File: src/rtl/e2rm_pkg.sv
// ----------------------------------------------------------------------------
// e2rm_pkg: shared constants for the Euler angle to rotation matrix core
// Fixed-point constants in Q.30, the CORDIC arctangent table, and the
// rounding product helper used by the matrix stages.
// ----------------------------------------------------------------------------
package e2rm_pkg;

	localparam int FRAC = 30;
	localparam int WW   = 36;      // internal word: sign, integer headroom, 30 fraction bits

	typedef logic signed [WW-1:0] word_t;

	localparam word_t Q_PI      = 36'sd3373259426;
	localparam word_t Q_HALF_PI = 36'sd1686629713;
	localparam word_t Q_TWO_PI  = 36'sd6746518852;
	localparam word_t Q_GAIN    = 36'sd652032874;
	localparam word_t Q_RND     = 36'sd536870912;

	// arctangent of 2^-i in Q.30
	function automatic word_t atan_q30(input int i);
		word_t r;
		case (i)
			0:  r = 36'sd843314857;
			1:  r = 36'sd497837829;
			2:  r = 36'sd263043837;
			3:  r = 36'sd133525159;
			4:  r = 36'sd67021687;
			5:  r = 36'sd33543516;
			6:  r = 36'sd16775851;
			7:  r = 36'sd8388437;
			8:  r = 36'sd4194283;
			9:  r = 36'sd2097149;
			default: r = (i < 31) ? word_t'(36'sd1 <<< (30 - i)) : '0;
		endcase
		return r;
	endfunction

	// round a full product of two Q.30 values back to Q.30, half up
	function automatic word_t qround(input logic signed [2*WW-1:0] p);
		logic signed [2*WW-1:0] t;
		t = p + (2*WW)'(Q_RND);
		return word_t'(t >>> FRAC);
	endfunction

endpackage

File: src/rtl/e2rm_cordic_cell.sv
// ----------------------------------------------------------------------------
// e2rm_cordic_cell: one rotation-mode CORDIC micro-rotation
// Holds x, y, z for three angles and passes them on each cycle that en is high.
// ----------------------------------------------------------------------------
module e2rm_cordic_cell import e2rm_pkg::*; #(
	parameter int SHIFT = 0
) (
	input  logic        clk,
	input  logic        arst_n,
	input  logic        en,
	input  logic        vin,
	input  word_t       xin [3],
	input  word_t       yin [3],
	input  word_t       zin [3],
	input  logic [2:0]  nin,
	output logic        vout,
	output word_t       xout [3],
	output word_t       yout [3],
	output word_t       zout [3],
	output logic [2:0]  nout
);

	localparam word_t ATAN = atan_q30(SHIFT);

	always_ff @(posedge clk or negedge arst_n) begin
		if (!arst_n) begin
			vout <= 1'b0;
		end else if (en) begin
			vout <= vin;
		end
	end

	always_ff @(posedge clk) begin
		if (en) begin
			nout <= nin;
			for (int k = 0; k < 3; k++) begin
				if (!zin[k][WW-1]) begin
					xout[k] <= xin[k] - (yin[k] >>> SHIFT);
					yout[k] <= yin[k] + (xin[k] >>> SHIFT);
					zout[k] <= zin[k] - ATAN;
				end else begin
					xout[k] <= xin[k] + (yin[k] >>> SHIFT);
					yout[k] <= yin[k] - (xin[k] >>> SHIFT);
					zout[k] <= zin[k] + ATAN;
				end
			end
		end
	end

endmodule

File: config.mk
export PLATFORM = sky130hd
export DESIGN_NAME = e2rm_cordic_cell
export DESIGN_NICKNAME = d
export VERILOG_FILES = /design/src/rtl/e2rm_pkg.sv /design/src/rtl/e2rm_cordic_cell.sv
export SDC_FILE = /design/constraint.sdc
export NUM_CORES = 1
export LEC_CHECK = 0
export BUFFER_PORTS_ARGS = -buffer_cell sky130_fd_sc_hd__buf_2
export CORE_MARGIN = 4
export CORE_UTILIZATION = 35
export DETAILED_ROUTE_END_ITERATION = 7
export PLACE_DENSITY_LB_ADDON = 0.25
export SLEW_MARGIN = 20
export SYNTH_ARGS = -nofsm -noshare
export SYNTH_HDL_FRONTEND = slang
export SYNTH_SLANG_ARGS = --single-unit
File: constraint.sdc
create_clock -name clk -period 0.8 [get_ports clk]
set_input_delay 0.08 -clock clk [delete_from_list [all_inputs] [get_ports clk]]
set_output_delay 0.08 -clock clk [all_outputs]
set_load 0.05 [all_outputs]
### Word level (Yosys, flattened, before mapping)

Cells that the tools add are included.

| word-level totals | value |
|---|---|
| output and inout port bits | 328 |
| logic and storage cells | 35 |
| bits in registers | 328 |
| input port bits | 331 |

| cells by class | value |
|---|---|
| muxes and demuxes | 9 |
| add/subtract/negate cells | 15 |

Operators with widths:

| cell | number |
|---|---|
| two-way mux 36 bit | 9 |
| subtractor 36 bit | 6 |
| adder 36 x 31 -> 36 bit (second input constant) | 3 |
| adder 36 bit | 3 |
| subtractor 36 x 31 -> 36 bit (second input constant) | 3 |

### Longest topological paths before layout

| depth | value |
|---|---|
| word-level depth | 2 |
| mapped depth | 15 |
| mapped depth without buffers | 13 |

### Worst setup path before layout

OpenSTA, ideal clock, no wires.

| timing path | value |
|---|---|
| path type | input to register |
| start point | input zin[107] (netlist name) |
| end point | register zout[103] (netlist name) (data pin) |
| setup slack | -2.925 ns |
| arrival | 3.466 ns |
| library setup time | 0.259 ns |
| buffers on the path | 3 |
| data required time | 0.541 ns |
| stages on the path | 15 |
| path through | clkbuf_1 -> inv_1 -> clkbuf_1 -> buf_1 -> ha_1 -> a211oi_1 -> o21ai_0 -> a211oi_1 -> a21oi_1 -> a21oi_1 -> o221ai_1 -> o31a_1 -> o21a_1 -> nor2_1 -> xnor2_1 |

| between the ends | value |
|---|---|
| cells in the longest elaborated chain, start to end | 1 |

RTL lines:

| what | line | source |
|---|---|---|
| start, declared | e2rm_cordic_cell.sv:14 | `input word_t zin [3],` |
| two-way mux 36 bit | e2rm_cordic_cell.sv:37 | `if (!zin[k][WW-1]) begin` |
| end signal, assigned by index | e2rm_cordic_cell.sv:40 | `zout[k] <= zin[k] - ATAN;` |
| end signal, assigned by index | e2rm_cordic_cell.sv:44 | `zout[k] <= zin[k] + ATAN;` |
| end, declared | e2rm_cordic_cell.sv:19 | `output word_t zout [3],` |

No other way between the ends.
A chain may end at the register's enable or synchronous reset.

### Worst setup path after layout

| timing path | value |
|---|---|
| start point | input yin[36] (netlist name) |
| end point | register xout[70] (netlist name) (data pin) |

| between the ends | value |
|---|---|
| cells in the longest elaborated chain, start to end | 2 |
| elaborated cells on any way between the ends | 3 |
| classes of those cells | add/sub (2); mux (1) |

RTL lines:

| what | line | source |
|---|---|---|
| start, declared | e2rm_cordic_cell.sv:13 | `input word_t yin [3],` |
| subtractor 36 bit or adder 36 bit (tied branches) | e2rm_cordic_cell.sv:38, e2rm_cordic_cell.sv:42 |  |
| two-way mux 36 bit (*) | e2rm_cordic_cell.sv:37 |  |
| end signal, assigned by index | e2rm_cordic_cell.sv:38 | `xout[k] <= xin[k] - (yin[k] >>> SHIFT);` |
| end signal, assigned by index | e2rm_cordic_cell.sv:42 | `xout[k] <= xin[k] + (yin[k] >>> SHIFT);` |
| end, declared | e2rm_cordic_cell.sv:17 | `output word_t xout [3],` |

Mark *: on every way between the ends. The rest lies on a longest branch, timed or not.

==> summary.md <==
| Metric | Value |
|---|---|
| Yosys warnings | 0 |
| Hold Fails Final Rpt | 8 |
| Vias in the first global route | around 38k |
| Iter 0 DRT Violations | 2373 |
| Top FF cell, synth | edfxtp_1 |
| Tcrit/Tclk final | 297.5% |
| Site Rows | around 110 |
| Filler cell count | 7954 |
| Tightest Hold Check Type | input port to flip-flop |
| Initial antenna violation count | 33 |
| Die height | 316.2 um |
| Xor/xnor share of the synthesized area | roughly 7.9% |
| CTS tree | built |
| # port buffers | approximately 660 |
| Syn Inst Count | 3862 |
| CTS Hold Bufs | 22 |
| CP cell instances | buf_12, ha_4, fa_2, nand2b_4, a2111oi_4, o41a_1, o221a_4, a22oi_4, a211o_1, a21oi_2, o31a_1, o31a_1, xnor2_1 |
| Clock tree sinks | 325 |
| Seq/Total Area, Yosys | 29.34% |
| Max Slew Vio Count | 0 |
| Htree depth | 2 |
| Vias | approximately 38k |
| Overflow after GRT | 0 |
| Gr usage total | between 20 and 30% |
| Synth Area in Adders | 16.57% |
| Critical Path AT | 2.75 ns |
| Critical-path top delay cell | fa_2 |
| Hold Slack | -0.1660 ns |
| Final worst slack | -1.580 ns |
| RSZ-0062 raised after global routing | true |
| Initial Util | 35.46% |
| Most common cell after layout, fill and taps aside | buf_4 |
| Mux share of post-synthesis cell area | 1.389% |
| Non-filler cells in the finished layout | 7295 |
| Worst-skew pair later-pin latency | ~0.63 ns |
| Combinational share of power | 53.4% |
| Final wirelength | 144300 um |
| Synth Area in Simple Gates | between 10% and 20% |
| Most frequent CP cell | o31a_1 |
| WS Path Type | input port to flip-flop |
| Setup TNS | -523.90 ns |
| Die area | 99980 sq um |
| FF+latch count, synth | 325 |
| Async SR Flop Fraction | 0.3077% |
| DRC viols | 0 |
| Syn avg cell area | 8.608 sq um |
| CP top delay family | compound AO/OA/AOI/OAI gates |
| Post-synth top area share | between 20% and 30% |
| Clock skew | 0 ns |
| Placed cells | roughly 7.0k |
| Worst path max stage delay | 0.39 ns |
| Reg power frac | approximately 25% |
| Largest area contributor in the netlist | edfxtp_1 |
| Post-DR vias/cell | between 5 and 6 |
| Max IR drop VDD | 1.912 mV |
| Synth cell types | 102 |
| Status | complete, but fails checks |
| Switching share of power | roughly two fifths |
| Clk pwr share | between 20% and 30% |
| CP max FO | 3 |
| Compound-gate portion of the synthesized area | around 26% |
| Main combinational cell family by area after synthesis | compound AO/OA/AOI/OAI gates |
| Largest net degree at the start of global routing | 75 |
| Layout Area Growth over Synthesis | 72.58% |
| Syn Nets | between 4k and 5k |
| Pwr/cell area | 1681 nW/um^2 |
| Max_cap viols | 0 |
| Clk buf depth | 3 |
| Crit end category | flip-flop |
| Global-route wire length before repair | 212700 um |
| Post-synth EDFFs | 324 |
| CTS root buffer | clkbuf_16 |
| Drt wl/cell | 19.78 um |
| Slew HR | between 20% and 30% |
| RD Place Congestion | 0.9654 |
| Critical Path RT | 1.17 ns |
| Minimum clock period after layout | 2.380 ns |
| Worst Tran Pin Value | 1.090 ns |
| Reg2reg setup slack | roughly 0.04 ns |
| Area of the mapped netlist | 33240 sq um |
| Die Wd | 316.2 um |
| Buf+Inv Stages, Crit Path | 1 |
| P_int | around 56000 uW |
| FMAX | 420.1 MHz |
| Pre-antenna DRT Iters | 5 |
| Num CTS Buffers | 45 |
| Final nets | a little under 7k |
| DP Wirelength | 115300 um |
| Final instance area | between 50000 and 60000 sq um |
| Element type at the critical path start | input port |
| Share of layout cells above drive strength 1 | 50.98% |
| Leak pwr | 0.02643 uW |
| Antenna Violating Nets Remaining | 0 |
| I/O Pins | roughly 660 |
| Synth area leaders | edfxtp_1 (29%), ha_1 (16%), a21oi_1 (7.0%) |
| Placed instance area | 50090 sq um |
| Switching pwr | 40160 uW |
| Commonest cells after routing, fill and taps aside | buf_4 (1437), buf_2 (593), a21oi_1 (328) |
| Core area | around 94000 sq um |
| Reg clk slew, reported paths | 0.06 ns |
| # setup viols final | 734 |
| Failing checks | hold timing, setup timing |
==> cells in the mapped netlist, types with 46 or more instances <==
library cell and count:
clkbuf_1 97, xnor2_1 225, a21oi_1 467, xor2_1 76, nand3_1 49, o21ai_0 230
ha_1 421, nor3_1 77, edfxtp_1 324, nor2_1 316, inv_1 348, o21bai_1 98
nand2_1 196, a21o_1 140, o21a_1 46
==> through the flow <==
| stage | worst slack [ns] | hold slack (ns) | utilization [%] | total power, uW |
|---|---|---|---|---|
| floorplan | -2.061 | -0.2156 | - | 50880 |
| global placement | -2.423 | -0.1453 | 53.43 | 69450 |
| detailed placement | -2.391 | -0.1441 | 53.43 | 69690 |
| CTS | -1.489 | -0.2300 | 59.23 | 94810 |
| global route | -1.591 | -0.1969 | 61.16 | 101000 |
| finish | -1.580 | -0.1660 | 61.19 | 96460 |
==> cells by family (layout without fill, tap and decap cells) <==
family,Yosys count,after routing
buffers and inverters,515,2671
AO/OA/AOI/OAI,1346,1346
multiplexers,46,46
XOR/XNOR,301,301
flip-flops,325,325
other,0,23
AND/OR/NAND/NOR,896,896
adder cells (fa/ha/maj),433,433
==> power groups by stage <==
stage          Combinational [uW]  Clock [uW]  Sequential, uW
6_report                    51500       21000           24000
5_1_grt                     54500       22300           24100
4_1_cts                     49200       21600           24000
3_5_place_dp                45400           0           24300
3_3_place_gp                45200           0           24300
2_1_floorplan               17100           0           33800
==> per-layer routing <==
metal / part of all wire [%] / GRT usage, % / wire length, um
met5: 0.056 / 0 / 81
met4: 3.7 / 9.983 / 5361
met3: 7.6 / 5.143 / 10990
met1: 41 / 34.49 / 59470
met2: 47 / 46.34 / 68350
==> flip-flops by register name, indices dropped and copies added (netlist names) <==
name / cells
xout: 107
vout: 1
nout: 3
zout: 108
yout: 106
==> path summary, 6_finish.rpt <==
path                       startpoint       end  cells after the start
hold reg to reg                  vout      vout                      1
setup / recovery              yin[36]  xout[70]                     13
hold / removal                 zin[1]   zout[1]                      2
setup reg to reg                 vout      vout                      1
max in group asynchronous      arst_n      vout                      3
min in group asynchronous      arst_n      vout                      3
==> cell type report <==
cell class                      count  area (sq um)  area share, %
Clock inverter                     29         332.8         0.5801
Antenna cell                       23         57.56         0.1003
Multi-Input combinational cell   3022         26550          46.27
Timing Repair Buffer             2230         16360          28.52
Clock buffer                       53          1176          2.050
Inverter                          359          1570          2.737
Tap cell                         1254          1569          2.735
Sequential cell                   325          9754          17.00
==> repair_timing <==
action	CTS	global route
endpoints found under the hold margin	92	7
resized for setup	598	295
cloned	0	0
setup endpoints to repair	634	734
buffers inserted	132	75
pin swaps	364	311
Power figures use the tool's default switching activity.
